[src/rtl/core/tkrk_pkg.sv]
// shared types and constants of the top-k rating keeper
`timescale 1ns / 1ps

package tkrk_pkg;

    // number of cells in the chain
    localparam int CAPACITY = 16;
    // width of the fill counter, holds zero through CAPACITY
    localparam int CNT_W = $clog2(CAPACITY + 1);
    // limit register
    localparam int LIMIT_W = 5;
    localparam logic [LIMIT_W-1:0] MAX_ENTRIES_RESET = 5'd16;

    // one stored entry
    typedef struct packed {
        logic signed [31:0] rating;
        logic        [31:0] item_id;
    } entry_t;

    // operation broadcast to every cell
    typedef struct packed {
        logic do_insert;
        logic do_evict;
    } cell_ctl_t;

endpackage

[src/rtl/core/tkrk_cell.sv]
// one cell of the sorted chain: holds an entry, shifts with its neighbors
`timescale 1ns / 1ps

module tkrk_cell
    import tkrk_pkg::*;
(
    input  logic      clk,
    input  cell_ctl_t ctl,
    input  logic      occupied,
    input  entry_t    cand,
    input  entry_t    lower_entry,
    input  logic      lower_le,
    input  entry_t    upper_entry,
    input  logic      upper_le,
    output entry_t    entry,
    output logic      le
);

    entry_t entry_reg;
    entry_t entry_next;

    // held entry rates at or below the candidate
    assign le = occupied && !(entry_reg.rating > cand.rating);

    // shift up on plain insert, shift down on evict-and-insert
    always_comb
    begin
        entry_next = entry_reg;
        if (ctl.do_insert)
        begin
            if (!le)
            begin
                if (lower_le)
                begin
                    entry_next = cand;
                end
                else
                begin
                    entry_next = lower_entry;
                end
            end
        end
        else if (ctl.do_evict)
        begin
            if (upper_le)
            begin
                entry_next = upper_entry;
            end
            else if (le)
            begin
                entry_next = cand;
            end
        end
    end

    // payload storage, no reset
    always_ff @(posedge clk)
    begin
        entry_reg <= entry_next;
    end

    assign entry = entry_reg;

endmodule

[src/rtl/core/top_k_rating_keeper.sv]
// top level of the top-k rating keeper: cell chain, fill count and result register
`timescale 1ns / 1ps

// Keeps the highest-rated entries offered so far, sorted ascending by rating,
// up to the limit in max_entries (saturated at CAPACITY).
// Input channel: in_valid/in_ready with rating and item_id. Each transaction
// yields exactly one result on the output channel out_valid/out_ready:
// accepted, evicted with the evicted entry, entry_count and lowest_rating.
// Config channel: cfg_valid/cfg_ready with cfg_data, always ready; write it only
// while no result is pending.
// Latency: the result is valid in the cycle after the input transaction.
// Throughput: one item per cycle; every cell compares its own rating against the
// broadcast candidate and shifts in one step, so the chain length does not add
// cycles. A new item is taken while the held result is being taken in the same
// cycle; when the receiver stalls, in_ready drops and the result holds.
// Reset: fill count clears to empty, limit returns to 16, no result pending.
// The stored entries need no clearing; only occupied cells are ever compared.

module top_k_rating_keeper
    import tkrk_pkg::*;
(
    input  logic                clk,
    input  logic                rst_n,
    input  logic                in_valid,
    output logic                in_ready,
    input  logic signed [31:0]  rating,
    input  logic        [31:0]  item_id,
    output logic                out_valid,
    input  logic                out_ready,
    output logic                accepted,
    output logic                evicted,
    output logic        [31:0]  evicted_id,
    output logic signed [31:0]  evicted_rating,
    output logic        [4:0]   entry_count,
    output logic signed [31:0]  lowest_rating,
    input  logic                cfg_valid,
    output logic                cfg_ready,
    input  logic        [4:0]   cfg_data
);

    logic [LIMIT_W-1:0] max_entries_reg;
    logic [CNT_W-1:0]   fill_count_reg;
    logic [CNT_W-1:0]   fill_count_next;
    logic [CNT_W-1:0]   limit;
    logic               out_valid_reg;
    logic               accepted_reg;
    logic               evicted_reg;
    logic [31:0]        evicted_id_reg;
    logic signed [31:0] evicted_rating_reg;

    logic      in_fire;
    logic      not_full;
    logic      beats_lowest;
    cell_ctl_t ctl;
    entry_t    cand;
    entry_t    cells [CAPACITY];
    logic      cell_le [CAPACITY];

    // handshakes
    assign cfg_ready = 1'b1;
    assign in_ready  = !out_valid_reg || out_ready;
    assign in_fire   = in_valid && in_ready;

    // limit register
    always_ff @(posedge clk or negedge rst_n)
    begin
        if (!rst_n)
        begin
            max_entries_reg <= MAX_ENTRIES_RESET;
        end
        else if (cfg_valid && cfg_ready)
        begin
            max_entries_reg <= cfg_data;
        end
    end

    // effective limit saturated at capacity
    always_comb
    begin
        if (int'(max_entries_reg) > CAPACITY)
        begin
            limit = CNT_W'(CAPACITY);
        end
        else
        begin
            limit = CNT_W'(max_entries_reg);
        end
    end

    // decide the operation for this transaction
    assign cand.rating   = rating;
    assign cand.item_id  = item_id;
    assign not_full      = fill_count_reg < limit;
    assign beats_lowest  = (fill_count_reg != '0) && (rating > cells[0].rating);
    assign ctl.do_insert = in_fire && not_full;
    assign ctl.do_evict  = in_fire && !not_full && beats_lowest;

    // cell chain
    for (genvar i = 0; i < CAPACITY; i++)
    begin : g_cell
        entry_t lower_entry;
        logic   lower_le;
        entry_t upper_entry;
        logic   upper_le;

        if (i == 0)
        begin : g_bottom
            assign lower_entry = '0;
            assign lower_le    = 1'b1;
        end
        else
        begin : g_lower
            assign lower_entry = cells[i-1];
            assign lower_le    = cell_le[i-1];
        end

        if (i == CAPACITY - 1)
        begin : g_top
            assign upper_entry = '0;
            assign upper_le    = 1'b0;
        end
        else
        begin : g_upper
            assign upper_entry = cells[i+1];
            assign upper_le    = cell_le[i+1];
        end

        tkrk_cell u_cell (
            .clk         (clk),
            .ctl         (ctl),
            .occupied    (CNT_W'(i) < fill_count_reg),
            .cand        (cand),
            .lower_entry (lower_entry),
            .lower_le    (lower_le),
            .upper_entry (upper_entry),
            .upper_le    (upper_le),
            .entry       (cells[i]),
            .le          (cell_le[i])
        );
    end

    // fill count grows only on plain insert
    assign fill_count_next = ctl.do_insert ? fill_count_reg + 1'b1 : fill_count_reg;

    always_ff @(posedge clk or negedge rst_n)
    begin
        if (!rst_n)
        begin
            fill_count_reg <= '0;
        end
        else
        begin
            fill_count_reg <= fill_count_next;
        end
    end

    // result valid flag
    always_ff @(posedge clk or negedge rst_n)
    begin
        if (!rst_n)
        begin
            out_valid_reg <= 1'b0;
        end
        else if (in_fire)
        begin
            out_valid_reg <= 1'b1;
        end
        else if (out_ready)
        begin
            out_valid_reg <= 1'b0;
        end
    end

    // result payload
    always_ff @(posedge clk)
    begin
        if (in_fire)
        begin
            accepted_reg       <= ctl.do_insert || ctl.do_evict;
            evicted_reg        <= ctl.do_evict;
            evicted_id_reg     <= ctl.do_evict ? cells[0].item_id : 32'd0;
            evicted_rating_reg <= ctl.do_evict ? cells[0].rating : 32'sd0;
        end
    end

    // outputs; count and lowest follow the store, which changes only with a new result
    assign out_valid      = out_valid_reg;
    assign accepted       = accepted_reg;
    assign evicted        = evicted_reg;
    assign evicted_id     = evicted_id_reg;
    assign evicted_rating = evicted_rating_reg;
    assign entry_count    = 5'(fill_count_reg);
    assign lowest_rating  = (fill_count_reg != '0) ? cells[0].rating : 32'sd0;

    // fill never passes capacity
    a_fill_bound: assert property (@(posedge clk) disable iff (!rst_n)
        int'(fill_count_reg) <= CAPACITY)
        else $error("fill count above capacity");

    // an eviction always comes with acceptance
    a_evict_accepts: assert property (@(posedge clk) disable iff (!rst_n)
        (out_valid && evicted) |-> accepted)
        else $error("eviction without acceptance");

    // evict-and-insert keeps the fill count
    a_evict_keeps_fill: assert property (@(posedge clk) disable iff (!rst_n)
        ctl.do_evict |=> (fill_count_reg == $past(fill_count_reg)))
        else $error("fill count changed on eviction");

    // a result that does not evict reports a zero entry
    a_no_evict_zero: assert property (@(posedge clk) disable iff (!rst_n)
        (out_valid && !evicted) |-> (evicted_id == 32'd0 && evicted_rating == 32'sd0))
        else $error("evicted entry not zero");

endmodule
[config.mk]
export PLATFORM = sky130hd
export DESIGN_NAME = top_k_rating_keeper
export DESIGN_NICKNAME = d
export VERILOG_FILES = /design/src/rtl/core/tkrk_pkg.sv /design/src/rtl/core/tkrk_cell.sv /design/src/rtl/core/top_k_rating_keeper.sv
export SDC_FILE = /design/constraint.sdc
export NUM_CORES = 2
export LEC_CHECK = 0
export ABC_AREA = 1
export BUFFER_PORTS_ARGS = -buffer_cell sky130_fd_sc_hd__buf_2
export CORE_MARGIN = 2
export CORE_UTILIZATION = 35
export CTS_BUF_LIST = sky130_fd_sc_hd__clkbuf_16
export DETAILED_ROUTE_END_ITERATION = 10
export SLEW_MARGIN = 30
export SYNTH_ARGS = -nofsm -noshare
export SYNTH_HDL_FRONTEND = slang
export SYNTH_SLANG_ARGS = --single-unit
[constraint.sdc]
create_clock -name clk -period 23.6 [get_ports clk]
set_input_delay 0 -clock clk [delete_from_list [all_inputs] [get_ports clk]]
set_output_delay 0 -clock clk [all_outputs]
set_load 0.02 [all_outputs]
==> impl_results.md <==
- CTS Buf Count: 138
- Row cnt: 179
- RSZ-0062 raised after global routing: false
- Clock period minus worst slack: 7.87 ns
- Number of global-route vias before repair: 76.6k
- Antenna violations before repair: 11
- Post-Route Skew: 0.0354 ns
- Max Clk Rate: 0.127 GHz
- Fraction of layout cells with a size suffix above 1: 7.83%
- Post-Synth Simple-Gate Area: 44.2%
- Status: complete, but fails checks
- DR WL/cell: 22.6 um
- Filler Cell Count: 24.4k
- Min-delay worst type: primary input to register
- Top cells by area, synth: edfxtp_1, nand3_1, nand2_1
- Drc violations: 10
- Hold slack: 0.0518 ns
- # nets final: 11.3k
- DR vias/cell: 5.82
- Die X: 493 um
- Via count: 81.7k
- FF+latch area: 33000 um2
- Area delta synth->final: 9.20%
- Gr usage total: 25.0%
- Kind of end point of the critical path: register
- R2r setup slk: 16.05 ns
- DR iter-0 viols: 9198
- Final number of max-transition violations: 0
- Final setup fails: 0
- CTS tree: done
- End of the worst hold path: g_cell[15].u_cell.entry[32]
- Post-synthesis sequential area ratio: 39.4%
- Yosys reg bits: 1101
- Worst r2r path cells: 16
- Mapped Area: 83700 um2
- Gpl congestion: 0.980
- Initial core utilization: 35.2%
- Max FFs per register: 1024
- WP data arrival: 8.27 ns
- Yosys cell types: 41
- First-pass GRT wire length: 471000 um
- Synth Area in Adders: 7.74%
- Clock Sinks: 1101
- Largest family of logic cells by synthesized area: simple AND/OR/NAND/NOR gates
- I/O Buffers: 178
- Drt first pass iters: 11
- Post-synthesis compound-gate area fraction: 2.00%
- Min-Delay Path Depth: 4
- Max cap viols: 0
- R2r startpoint: g_cell[0].u_cell.entry[63]
- Top Ports: 180
- Crit. Startpoint: rating[31]
- DP Wirelength: 198000 um
- Post-DRT Antenna Nets: 0
- Worst-path clk slew: 0.05 ns
- CP Data Required Time: 24.00 ns
- Clock Tree Root: clkbuf_16
- Syn nets: 11.7k
- CTS H-tree depth: 4
- Max clock buf depth: 3
- Worst Tran Pin Value: 1.13 ns
- Period utilization: 33.4%
- DRT Wirelength: 317000 um
- Startpoint types: primary input
- Worst-skew pair later-pin latency: 0.81 ns
- Multi-input logic area: 45700 um2
- Full die area: 243000 um2
- Dominant cell type by area after synthesis: edfxtp_1
- Post-Synth XOR/XNOR Area: 0.0418%
- Avg Cell Area, Syn: 7.55 um2
- Global route total overflow: 0
- Yosys warnings: 0
- WS Path Type: primary input to register
- Worst-path fanout max: 102
- Hold path start: rating[0]
- Max_slew headroom: 24.9%
- Top cell type's share of synthesized area: 39.1%
- Setup TNS: 0 ns
- Core footprint: 238000 um2
- Hold Vio Cnt, Final: 0
- Post-synthesis mux area share: 0.0538%
- Largest net degree at the start of global routing: 213
- Post-Route Utilization: 38.4%
- RR Endpoint: g_cell[9].u_cell.entry[53]
- Failing checks: design-rule violations
- Syn Inst Count: 11.1k
- Overall die height: 493 um
worst max-delay path, cell delays in order:
cell and delay, ns:
dlygate4sd3_1 0.65, buf_2 0.40, inv_1 0.40, ha_1 0.50, nand2_1 0.13, nor2_1 0.20, nand4_1 0.25, nor3b_1 0.55
nand2_1 0.22, nand2_1 0.10, nand2_1 0.10, nand2_1 0.18, nand4_1 0.13, buf_4 0.27, nand2_8 0.63, buf_4 0.73
buf_4 0.78, buf_4 0.82, buf_4 0.86
worst max path at each step:
| stage | end | cells after the start |
|---|---|---|
| after floorplan | accepted | 7 |
| after global placement | g_cell[9].u_cell.entry[52] | 18 |
| after detailed placement | g_cell[9].u_cell.entry[54] | 18 |
| after CTS | g_cell[9].u_cell.entry[53] | 19 |
| after global routing | g_cell[9].u_cell.entry[53] | 19 |
| final | g_cell[9].u_cell.entry[53] | 19 |
final cells by class:
class                           count  area share [%]
Tap cell                         3167            4.33
Multi-Input combinational cell   8726            50.0
Clock buffer                      140            3.83
Timing Repair Buffer              414            3.37
Clock inverter                    106           0.844
Sequential cell                  1101            36.1
Antenna cell                        4          0.0109
Inverter                          371            1.54
per-stage QoR:
stage,cell area [um2],setup slack [ns],std cells
finish,91400,15.73,14000
detailed placement,86100,15.85,13700
floorplan,83700,7.70,11100
global placement,86100,15.92,13700
CTS,91300,15.98,14000
global route,91400,15.40,14000
cells by family (layout without fill, tap and decap cells):
| logic type | Yosys count | after routing |
|---|---|---|
| adder cells (fa/ha/maj) | 518 | 518 |
| AO/OA/AOI/OAI | 310 | 310 |
| XOR/XNOR | 4 | 4 |
| buffers and inverters | 1262 | 1031 |
| multiplexers | 4 | 4 |
| AND/OR/NAND/NOR | 7889 | 7889 |
| flip-flops | 1101 | 1101 |
| other | 1 | 5 |
cells in the final DEF, fill, tap and decap left out, drive strengths merged:
master       instances
bufinv               7
nor3                16
o41ai                1
or2                884
o21a                25
dlygate4sd3         85
dfrtp               10
a31oi                1
diode                4
inv                398
edfxtp            1090
xor2                 4
dfstp                1
nand2             2777
a41oi                2
mux2                 4
nor4                 5
a21oi              210
ha                 518
a21o                 6
o21bai              13
clkinv              71
clkbuf             140
clkinvlp             1
and3                 2
nor3b                3
o211ai               1
nand4               52
buf                329
nand3             3918
nor2b                3
nor2               229
conb                 1
o21ai               51
repair_timing:
item | in CTS | in global routing
gates resized for setup | 0 | 0
buffers inserted | 0 | 0
hold buffers | 85 | 0
hold endpoints to repair | 1007 | 0
cell usage after synthesis:
master / count
a21o_1: 6
a21oi_1: 210
a31oi_1: 1
a41oi_1: 2
and3_1: 2
buf_1: 115
buf_2: 289
buf_4: 29
buf_6: 32
clkbuf_1: 424
clkbuf_2: 2
clkinv_1: 1
conb_1: 1
dfrtp_1: 10
dfstp_2: 1
edfxtp_1: 1090
ha_1: 518
inv_1: 363
inv_2: 7
mux2_2: 4
nand2_1: 2777
nand3_1: 3911
nand3_2: 7
nand4_1: 52
nor2_1: 223
nor2_2: 6
nor2b_1: 3
nor3_1: 14
nor3_2: 2
nor3b_1: 1
nor3b_2: 2
nor4_2: 5
o211ai_1: 1
o21a_1: 25
o21ai_0: 50
o21ai_1: 1
o21bai_1: 13
o41ai_1: 1
or2_1: 628
or2_2: 256
xor2_1: 4
routing by layer:
layer	up-vias	track usage, %	wire length [um]
met2	4149	40.1	144000
met1	39100	32.3	126000
met5	-	0	37
met3	769	3.66	27400
met4	6	14.1	19900
li1	37700	-	-
Power is left out: the tool's default activity adds up to more than one toggle a clock period on the data nets, which glitch-free logic cannot reach.
